## src/sv/ipwl_pkg.sv

```systemverilog
// Shared constants, codes and chain token types for the IP and port whitelist match unit.
package ipwl_pkg;

    localparam int IP_RULES   = 16;
    localparam int PORT_RULES = 16;

    localparam int OP_W        = 2;
    localparam int INDEX_W     = 4;
    localparam int KIND_W      = 2;
    localparam int ADDR_W      = 32;
    localparam int PORT_W      = 16;
    localparam int CAUSE_W     = 3;
    localparam int COUNT_W     = 5;
    localparam int CFG_INDEX_W = 2;
    localparam int CFG_DATA_W  = 5;

    localparam logic [OP_W-1:0] OP_CHECK   = 2'd0;
    localparam logic [OP_W-1:0] OP_WR_IP   = 2'd1;
    localparam logic [OP_W-1:0] OP_WR_PORT = 2'd2;

    localparam logic [KIND_W-1:0] IP_KIND_EXACT = 2'd0;
    localparam logic [KIND_W-1:0] IP_KIND_MASK  = 2'd1;
    localparam logic [KIND_W-1:0] IP_KIND_RANGE = 2'd2;

    localparam logic [KIND_W-1:0] PORT_KIND_EXACT = 2'd0;
    localparam logic [KIND_W-1:0] PORT_KIND_RANGE = 2'd1;

    localparam logic [CAUSE_W-1:0] CAUSE_OFF        = 3'd0;
    localparam logic [CAUSE_W-1:0] CAUSE_NO_RULES   = 3'd1;
    localparam logic [CAUSE_W-1:0] CAUSE_ADDR_MISS  = 3'd2;
    localparam logic [CAUSE_W-1:0] CAUSE_PORT_MISS  = 3'd3;
    localparam logic [CAUSE_W-1:0] CAUSE_ALL_MATCH  = 3'd4;

    localparam logic [CFG_INDEX_W-1:0] CFG_FILTER_ENABLED = 2'd0;
    localparam logic [CFG_INDEX_W-1:0] CFG_IP_RULES       = 2'd1;
    localparam logic [CFG_INDEX_W-1:0] CFG_PORT_RULES     = 2'd2;

    typedef struct packed {
        logic              valid;
        logic              hit;
        logic [ADDR_W-1:0] addr;
    } ip_tok_t;

    typedef struct packed {
        logic              valid;
        logic              hit;
        logic [PORT_W-1:0] port;
    } port_tok_t;

endpackage

```

## src/sv/ipwl_ip_cell.sv

```systemverilog
// One address rule slot: holds its rule and tests the passing address token against it.
module ipwl_ip_cell (
    input  logic                        aclk,
    input  logic                        aresetn,
    input  logic                        wr_en,
    input  logic [ipwl_pkg::KIND_W-1:0] wr_kind,
    input  logic [ipwl_pkg::ADDR_W-1:0] wr_base,
    input  logic [ipwl_pkg::ADDR_W-1:0] wr_extra,
    input  logic                        active,
    input  ipwl_pkg::ip_tok_t           tok_in,
    output ipwl_pkg::ip_tok_t           tok_out
);

    logic [ipwl_pkg::KIND_W-1:0] kind_reg;
    logic [ipwl_pkg::ADDR_W-1:0] base_reg;
    logic [ipwl_pkg::ADDR_W-1:0] extra_reg;
    logic                        match;
    ipwl_pkg::ip_tok_t           tok_next;
    ipwl_pkg::ip_tok_t           tok_reg;

    always_ff @(posedge aclk) begin
        if (wr_en) begin
            kind_reg  <= wr_kind;
            base_reg  <= wr_base;
            extra_reg <= wr_extra;
        end
    end

    always_comb begin
        unique case (kind_reg)
            ipwl_pkg::IP_KIND_EXACT: match = (tok_in.addr == base_reg);
            ipwl_pkg::IP_KIND_MASK:  match = ((tok_in.addr & extra_reg) == (base_reg & extra_reg));
            ipwl_pkg::IP_KIND_RANGE: match = (tok_in.addr >= base_reg) && (tok_in.addr <= extra_reg);
            default:                 match = 1'b0;
        endcase
    end

    always_comb begin
        tok_next     = tok_in;
        tok_next.hit = tok_in.hit | (active & match);
    end

    always_ff @(posedge aclk) begin
        if (!aresetn) begin
            tok_reg.valid <= 1'b0;
        end else begin
            tok_reg.valid <= tok_next.valid;
        end
        tok_reg.hit  <= tok_next.hit;
        tok_reg.addr <= tok_next.addr;
    end

    assign tok_out = tok_reg;

endmodule

```

## src/sv/ipwl_port_cell.sv

```systemverilog
// One port rule slot: holds its rule and tests the passing port token against it.
module ipwl_port_cell (
    input  logic                        aclk,
    input  logic                        aresetn,
    input  logic                        wr_en,
    input  logic [ipwl_pkg::KIND_W-1:0] wr_kind,
    input  logic [ipwl_pkg::PORT_W-1:0] wr_low,
    input  logic [ipwl_pkg::PORT_W-1:0] wr_high,
    input  logic                        active,
    input  ipwl_pkg::port_tok_t         tok_in,
    output ipwl_pkg::port_tok_t         tok_out
);

    logic [ipwl_pkg::KIND_W-1:0] kind_reg;
    logic [ipwl_pkg::PORT_W-1:0] low_reg;
    logic [ipwl_pkg::PORT_W-1:0] high_reg;
    logic                        match;
    ipwl_pkg::port_tok_t         tok_next;
    ipwl_pkg::port_tok_t         tok_reg;

    always_ff @(posedge aclk) begin
        if (wr_en) begin
            kind_reg <= wr_kind;
            low_reg  <= wr_low;
            high_reg <= wr_high;
        end
    end

    always_comb begin
        unique case (kind_reg)
            ipwl_pkg::PORT_KIND_EXACT: match = (tok_in.port == low_reg);
            ipwl_pkg::PORT_KIND_RANGE: match = (tok_in.port >= low_reg) && (tok_in.port <= high_reg);
            default:                   match = 1'b0;
        endcase
    end

    always_comb begin
        tok_next     = tok_in;
        tok_next.hit = tok_in.hit | (active & match);
    end

    always_ff @(posedge aclk) begin
        if (!aresetn) begin
            tok_reg.valid <= 1'b0;
        end else begin
            tok_reg.valid <= tok_next.valid;
        end
        tok_reg.hit  <= tok_next.hit;
        tok_reg.port <= tok_next.port;
    end

    assign tok_out = tok_reg;

endmodule

```

## src/sv/ip_port_whitelist_match_unit.sv

```systemverilog
// Top level of the IP and port whitelist match unit: register file, cell chains and verdict.
//
// Every address rule and every port rule lives in a cell of its own; the cells of each kind
// form a chain, and a check request travels down both chains side by side, one cell per clock,
// collecting a hit flag. A check's verdict is offered on the result channel once its tokens
// have left the longer chain and the verdict has been formed and registered. The unit works
// on one check at a time and accepts no request while a check is in the chains.
// A verdict waiting on the result channel does not block write requests or the next check;
// only when a second verdict is ready while the first still waits does the input stall.
// Configuration writes are accepted in every cycle and should be issued only while idle.
module ip_port_whitelist_match_unit (
    input  logic                             aclk,
    input  logic                             aresetn,

    input  logic                             cfg_valid,
    output logic                             cfg_ready,
    input  logic [ipwl_pkg::CFG_INDEX_W-1:0] cfg_index,
    input  logic [ipwl_pkg::CFG_DATA_W-1:0]  cfg_data,

    input  logic                             s_valid,
    output logic                             s_ready,
    input  logic [ipwl_pkg::OP_W-1:0]        s_op,
    input  logic [ipwl_pkg::INDEX_W-1:0]     s_rule_index,
    input  logic [ipwl_pkg::KIND_W-1:0]      s_ip_rule_kind,
    input  logic [ipwl_pkg::ADDR_W-1:0]      s_rule_address,
    input  logic [ipwl_pkg::ADDR_W-1:0]      s_rule_mask_or_end,
    input  logic [ipwl_pkg::KIND_W-1:0]      s_port_rule_kind,
    input  logic [ipwl_pkg::PORT_W-1:0]      s_port_first,
    input  logic [ipwl_pkg::PORT_W-1:0]      s_port_last,
    input  logic [ipwl_pkg::ADDR_W-1:0]      s_client_address,
    input  logic [ipwl_pkg::PORT_W-1:0]      s_client_port_number,

    output logic                             m_valid,
    input  logic                             m_ready,
    output logic                             m_allowed,
    output logic [ipwl_pkg::CAUSE_W-1:0]     m_cause
);

    typedef enum logic [1:0] {
        ST_IDLE,
        ST_RUN,
        ST_DONE
    } state_t;

    logic                           filter_enabled_reg;
    logic [ipwl_pkg::COUNT_W-1:0]   ip_rules_in_use_reg;
    logic [ipwl_pkg::COUNT_W-1:0]   port_rules_in_use_reg;

    state_t                         state_reg, state_next;
    logic                           ip_done_reg, ip_done_next;
    logic                           port_done_reg, port_done_next;
    logic                           ip_hit_reg, ip_hit_next;
    logic                           port_hit_reg, port_hit_next;
    logic                           m_valid_reg, m_valid_next;
    logic                           m_allowed_reg, m_allowed_next;
    logic [ipwl_pkg::CAUSE_W-1:0]   m_cause_reg, m_cause_next;

    logic                           req_accept;
    logic                           check_accept;
    logic                           verdict_allowed;
    logic [ipwl_pkg::CAUSE_W-1:0]   verdict_cause;
    logic                           ip_any_hit;
    logic                           port_any_hit;

    ipwl_pkg::ip_tok_t              ip_tok   [ipwl_pkg::IP_RULES+1];
    ipwl_pkg::port_tok_t            port_tok [ipwl_pkg::PORT_RULES+1];
    logic [ipwl_pkg::IP_RULES-1:0]   ip_wr_en;
    logic [ipwl_pkg::IP_RULES-1:0]   ip_active;
    logic [ipwl_pkg::PORT_RULES-1:0] port_wr_en;
    logic [ipwl_pkg::PORT_RULES-1:0] port_active;

    // Configuration registers.
    assign cfg_ready = 1'b1;

    always_ff @(posedge aclk) begin
        if (!aresetn) begin
            filter_enabled_reg    <= 1'b0;
            ip_rules_in_use_reg   <= '0;
            port_rules_in_use_reg <= '0;
        end else if (cfg_valid) begin
            unique case (cfg_index)
                ipwl_pkg::CFG_FILTER_ENABLED: filter_enabled_reg    <= cfg_data[0];
                ipwl_pkg::CFG_IP_RULES:       ip_rules_in_use_reg   <= cfg_data;
                ipwl_pkg::CFG_PORT_RULES:     port_rules_in_use_reg <= cfg_data;
                default: ;
            endcase
        end
    end

    assign s_ready      = (state_reg == ST_IDLE);
    assign req_accept   = s_valid && s_ready;
    assign check_accept = req_accept && (s_op == ipwl_pkg::OP_CHECK);

    // A check request enters both chains with a cleared hit flag.
    assign ip_tok[0].valid   = check_accept;
    assign ip_tok[0].hit     = 1'b0;
    assign ip_tok[0].addr    = s_client_address;
    assign port_tok[0].valid = check_accept;
    assign port_tok[0].hit   = 1'b0;
    assign port_tok[0].port  = s_client_port_number;

    for (genvar g = 0; g < ipwl_pkg::IP_RULES; g++) begin : g_ip
        assign ip_wr_en[g]  = req_accept && (s_op == ipwl_pkg::OP_WR_IP)
                              && (32'(s_rule_index) == g);
        // Slots at or beyond the rule count never contribute a hit.
        assign ip_active[g] = (32'(ip_rules_in_use_reg) > g);

        ipwl_ip_cell u_cell (
            .aclk     (aclk),
            .aresetn  (aresetn),
            .wr_en    (ip_wr_en[g]),
            .wr_kind  (s_ip_rule_kind),
            .wr_base  (s_rule_address),
            .wr_extra (s_rule_mask_or_end),
            .active   (ip_active[g]),
            .tok_in   (ip_tok[g]),
            .tok_out  (ip_tok[g+1])
        );
    end

    for (genvar g = 0; g < ipwl_pkg::PORT_RULES; g++) begin : g_port
        assign port_wr_en[g]  = req_accept && (s_op == ipwl_pkg::OP_WR_PORT)
                                && (32'(s_rule_index) == g);
        assign port_active[g] = (32'(port_rules_in_use_reg) > g);

        ipwl_port_cell u_cell (
            .aclk     (aclk),
            .aresetn  (aresetn),
            .wr_en    (port_wr_en[g]),
            .wr_kind  (s_port_rule_kind),
            .wr_low   (s_port_first),
            .wr_high  (s_port_last),
            .active   (port_active[g]),
            .tok_in   (port_tok[g]),
            .tok_out  (port_tok[g+1])
        );
    end

    // Verdict from the collected hit flags.
    always_comb begin
        ip_any_hit   = (ip_rules_in_use_reg == '0) || ip_hit_reg;
        port_any_hit = (port_rules_in_use_reg == '0) || port_hit_reg;
        if (!filter_enabled_reg) begin
            verdict_allowed = 1'b1;
            verdict_cause   = ipwl_pkg::CAUSE_OFF;
        end else if ((ip_rules_in_use_reg == '0) && (port_rules_in_use_reg == '0)) begin
            verdict_allowed = 1'b0;
            verdict_cause   = ipwl_pkg::CAUSE_NO_RULES;
        end else if (!ip_any_hit) begin
            verdict_allowed = 1'b0;
            verdict_cause   = ipwl_pkg::CAUSE_ADDR_MISS;
        end else if (!port_any_hit) begin
            verdict_allowed = 1'b0;
            verdict_cause   = ipwl_pkg::CAUSE_PORT_MISS;
        end else begin
            verdict_allowed = 1'b1;
            verdict_cause   = ipwl_pkg::CAUSE_ALL_MATCH;
        end
    end

    always_comb begin
        state_next     = state_reg;
        ip_done_next   = ip_done_reg;
        port_done_next = port_done_reg;
        ip_hit_next    = ip_hit_reg;
        port_hit_next  = port_hit_reg;
        m_valid_next   = m_valid_reg && !m_ready;
        m_allowed_next = m_allowed_reg;
        m_cause_next   = m_cause_reg;

        unique case (state_reg)
            ST_IDLE: begin
                if (check_accept) begin
                    state_next     = ST_RUN;
                    ip_done_next   = 1'b0;
                    port_done_next = 1'b0;
                end
            end
            ST_RUN: begin
                if (ip_tok[ipwl_pkg::IP_RULES].valid) begin
                    ip_done_next = 1'b1;
                    ip_hit_next  = ip_tok[ipwl_pkg::IP_RULES].hit;
                end
                if (port_tok[ipwl_pkg::PORT_RULES].valid) begin
                    port_done_next = 1'b1;
                    port_hit_next  = port_tok[ipwl_pkg::PORT_RULES].hit;
                end
                if (ip_done_next && port_done_next) begin
                    state_next = ST_DONE;
                end
            end
            ST_DONE: begin
                // Hold the verdict until the output register is free.
                if (!m_valid_reg || m_ready) begin
                    m_valid_next   = 1'b1;
                    m_allowed_next = verdict_allowed;
                    m_cause_next   = verdict_cause;
                    state_next     = ST_IDLE;
                end
            end
            default: state_next = ST_IDLE;
        endcase
    end

    always_ff @(posedge aclk) begin
        if (!aresetn) begin
            state_reg     <= ST_IDLE;
            ip_done_reg   <= 1'b0;
            port_done_reg <= 1'b0;
            m_valid_reg   <= 1'b0;
        end else begin
            state_reg     <= state_next;
            ip_done_reg   <= ip_done_next;
            port_done_reg <= port_done_next;
            m_valid_reg   <= m_valid_next;
        end
        ip_hit_reg    <= ip_hit_next;
        port_hit_reg  <= port_hit_next;
        m_allowed_reg <= m_allowed_next;
        m_cause_reg   <= m_cause_next;
    end

    assign m_valid   = m_valid_reg;
    assign m_allowed = m_allowed_reg;
    assign m_cause   = m_cause_reg;

`ifndef NO_ASSERTIONS
    a_launch_runs: assert property (@(posedge aclk) disable iff (!aresetn)
        check_accept |=> (state_reg == ST_RUN))
        else $error("check request did not start a chain walk");

    a_ip_end_in_run: assert property (@(posedge aclk) disable iff (!aresetn)
        ip_tok[ipwl_pkg::IP_RULES].valid |-> (state_reg == ST_RUN))
        else $error("address chain finished outside of a check");

    a_port_end_in_run: assert property (@(posedge aclk) disable iff (!aresetn)
        port_tok[ipwl_pkg::PORT_RULES].valid |-> (state_reg == ST_RUN))
        else $error("port chain finished outside of a check");

    a_verdict_consistent: assert property (@(posedge aclk) disable iff (!aresetn)
        m_valid |-> (m_allowed == ((m_cause == ipwl_pkg::CAUSE_OFF)
                                   || (m_cause == ipwl_pkg::CAUSE_ALL_MATCH))))
        else $error("allowed flag disagrees with cause");
`endif

endmodule

```

## config.mk

```make
export PLATFORM = sky130hd
export DESIGN_NAME = ip_port_whitelist_match_unit
export DESIGN_NICKNAME = d
export VERILOG_FILES = /design/src/sv/ipwl_pkg.sv /design/src/sv/ipwl_ip_cell.sv /design/src/sv/ipwl_port_cell.sv /design/src/sv/ip_port_whitelist_match_unit.sv
export SDC_FILE = /design/constraint.sdc
export NUM_CORES = 2
export LEC_CHECK = 0
export BUFFER_PORTS_ARGS = -buffer_cell sky130_fd_sc_hd__buf_2
export CAP_MARGIN = 25
export CORE_ASPECT_RATIO = 1.2
export CORE_MARGIN = 5
export CORE_UTILIZATION = 50
export CTS_BUF_LIST = sky130_fd_sc_hd__clkbuf_16
export DETAILED_ROUTE_END_ITERATION = 7
export PLACE_DENSITY = 0.67
export SYNTH_ARGS = -nofsm -noshare
export SYNTH_HDL_FRONTEND = slang
export SYNTH_SLANG_ARGS = --single-unit
```

## constraint.sdc

```tcl
create_clock -name aclk -period 7.9 [get_ports aclk]
set_input_delay 1.58 -clock aclk [delete_from_list [all_inputs] [get_ports aclk]]
set_output_delay 1.58 -clock aclk [all_outputs]
set_load 0.01 [all_outputs]
```

==> flow_summary.json <==
{
  "outcome": "complete, no violations",
  "synthesis.nets": 12000,
  "path_cells": "nor2_1, nand2_1, nor3b_2, nand3b_1, nor2_4, buf_4",
  "routed_via_density": 5.69,
  "critPathArrivalTime_ps": 5050,
  "antenna_left": 0,
  "ys_ff_latch": 2390,
  "grt_pass1_vias": 76200,
  "synthCells": 9744,
  "drt_pre_antenna_iters": 6,
  "io_pins": 173,
  "final_util": 0.561,
  "areaGrowthSynthToFinish_pct": 11.8,
  "hold_viol": 0,
  "hp-class": "reg -> reg",
  "critPathKind": "reg -> reg",
  "die_y_um": 542,
  "htreeDepth": 4,
  "fillers": 19200,
  "end_kind": "flop",
  "report.final.setup_viol": 0,
  "tns_ps": 0,
  "io_buffers": 171,
  "p_leak_nw": 58.9,
  "slew_headroom": 0.211,
  "critPathBufInv": 1,
  "die-width_um": 453,
  "yosys_warnings": 0,
  "clockRootBuffer": "clkbuf_16",
  "power_density_nw_per_um2": 208,
  "clock-sinks": 2390,
  "antenna_found_initial": 102,
  "maxCapViolations": 0,
  "synth-edff-count": 1606,
  "clock.fmax_mhz": 221,
  "post_cts_resized": 0,
  "grt_max_degree": 67,
  "vias": 77500,
  "synth.cell_area_um2": 118000,
  "path_delay_family": "simple AND/OR/NAND/NOR gates",
  "setup_ws_ps": 3380,
  "tightest_slew_ps": 1180,
  "post-route-drc-count": 0,
  "cts_setup_buffers": 0,
  "yosys-top-cells-count": "2048 x ha_1, 1606 x edfxtp_1, 1531 x inv_1",
  "drive_gt1_frac": 0.0658,
  "yosysSeqAreaShare": 0.542,
  "grt_setup_unrepaired": "false",
  "grtUsageTotal": 0.282,
  "period_minus_slack_ps": 4520,
  "yosysMostFrequentCell": "ha_1",
  "crit_fanout": 34,
  "critPathRequiredTime_ps": 8420,
  "drv_slew": 0,
  "yosys.area.top_type": "edfxtp_1",
  "pre_cts_ws_ps": 2650,
  "drt-wirelength-per-cell_um": 26.0,
  "hold_buffers": 0,
  "async_flop_share": 0,
  "regArea_um2": 63900,
  "dieArea_um2": 246000,
  "cts_buffers": 240,
  "cts_tree": "built",
  "fin_nets": 12400,
  "grt_pass1_wl_um": 504000,
  "slowest_delay_ps": 1020,
  "clock_skew_ps": 48.6,
  "crit_slowest_cell": "nor2_4",
  "dpl_cell_area_um2": 123000,
  "yosys-top-cells-area": "edfxtp_1 41%, ha_1 22%, dfxtp_1 13%",
  "core_area_um2": 235000,
  "cp-start-kind": "flop",
  "synth.avg_cell_area_um2": 12.1,
  "wl_um": 354000,
  "multi_input_area_um2": 48400,
  "post-route-period-util": 0.573,
  "clk_latency_ps": 910,
  "clk_path_buf_depth": 4,
  "num_rows": 195,
  "synth_ff_type": "edfxtp_1",
  "initialDrtViolationCount": 9242,
  "peakVddDrop_uv": 229,
  "overflow": 0,
  "start_util": 0.502,
  "clkTransAtPathRegs_ps": 60,
  "place_congestion": 0.919,
  "dpl.hpwl_um": 247000,
  "fin_area_um2": 132000,
  "netlist.area_leader.share": 0.409,
  "ys_types": 74
}
-- metal layers --
metal / track usage / wire [um] / part of all wire / vias up
li1: - / - / - / 35500
met1: 0.395 / 145000 / 0.41 / 37700
met2: 0.443 / 158000 / 0.45 / 3627
met3: 0.0410 / 36200 / 0.10 / 748
met4: 0.112 / 14800 / 0.042 / 20
met5: 0 / 131 / 0.00037 / -
-- area by class of cell --
class	count	area share
sequential	2390	0.485
multi-input combinational	5807	0.367
clock buffer	252	0.0478
inverter	1531	0.0436
tap	3152	0.0299
clock inverter	194	0.0147
timing repair buffer	240	0.0112
antenna	48	0.000911
-- per-stage QoR --
stage / hold slack [ps] / power (mW) / cells
2_1_floorplan: 331 / 14.8 / 9744
3_3_place_gp: 344 / 15.7 / 13100
3_5_place_dp: 340 / 15.8 / 13100
4_1_cts: 359 / 27.6 / 13600
5_1_grt: 361 / 28.3 / 13600
6_report: 354 / 27.5 / 13600
-- placed cells by master, fill, tap and decap left out, types with 22 or more instances in the layout --
cell       instances
a2111oi_0         22
a211oi_1          71
a21o_1           313
a21oi_1          480
a221oi_1          25
a31oi_1           23
and4_1            25
buf_2            172
buf_4             60
bufinv_16         35
clkbuf_16        252
clkinv_1          38
clkinv_2          48
dfxtp_1          784
diode_2           48
edfxtp_1        1606
ha_1            2048
inv_1           1557
nand2_1          720
nand2b_1          44
nand3_1           96
nand4_1          383
nor2_1           165
nor2b_1          100
nor3_1            86
nor4_1           128
o211ai_1          46
o21a_1            44
o21ai_0          211
or3_1             26
xnor2_1          263
xor2_1           216
-- cell families after synthesis --
family                   synth area share
flip-flops                          0.542
adder cells (fa/ha/maj)             0.217
AND/OR/NAND/NOR                    0.0802
buffers and inverters              0.0493
AO/OA/AOI/OAI                      0.0746
XOR/XNOR                           0.0356
multiplexers                     0.000934
other                           0.0000318
-- power breakdown --
group | internal, mW | total [mW] | leakage, nW | switching (mW)
clock | 6.93 | 11.9 | 4.14 | 4.99
combinational | 0.546 | 1.64 | 33.7 | 1.09
sequential | 13.6 | 13.9 | 21.0 | 0.359
total | 21.0 | 27.5 | 58.9 | 6.44
-- path summary, 6_finish.rpt --
| path | from | endpoint | slack [ps] | cells past startpoint |
|---|---|---|---|---|
| min reg2reg | g_port[5].u_cell.tok_out[0] | g_port[6].u_cell.tok_out[0] | 350 | 0 |
| max | state_reg[0] | g_ip[5].u_cell.base_reg[5] | 3380 | 6 |
| min | g_port[5].u_cell.tok_out[0] | g_port[6].u_cell.tok_out[0] | 350 | 0 |
| max reg2reg | state_reg[0] | g_ip[5].u_cell.base_reg[5] | 3380 | 6 |
-- worst register-to-register path, delay by kind of cell, from the launching register on --
| family | cells | cell delay (ps) |
|---|---|---|
| simple gates | 5 | 3230 |
| flops | 1 | 340 |
| buf+inv | 1 | 570 |
No activity file was read; power rests on OpenSTA's default activity.
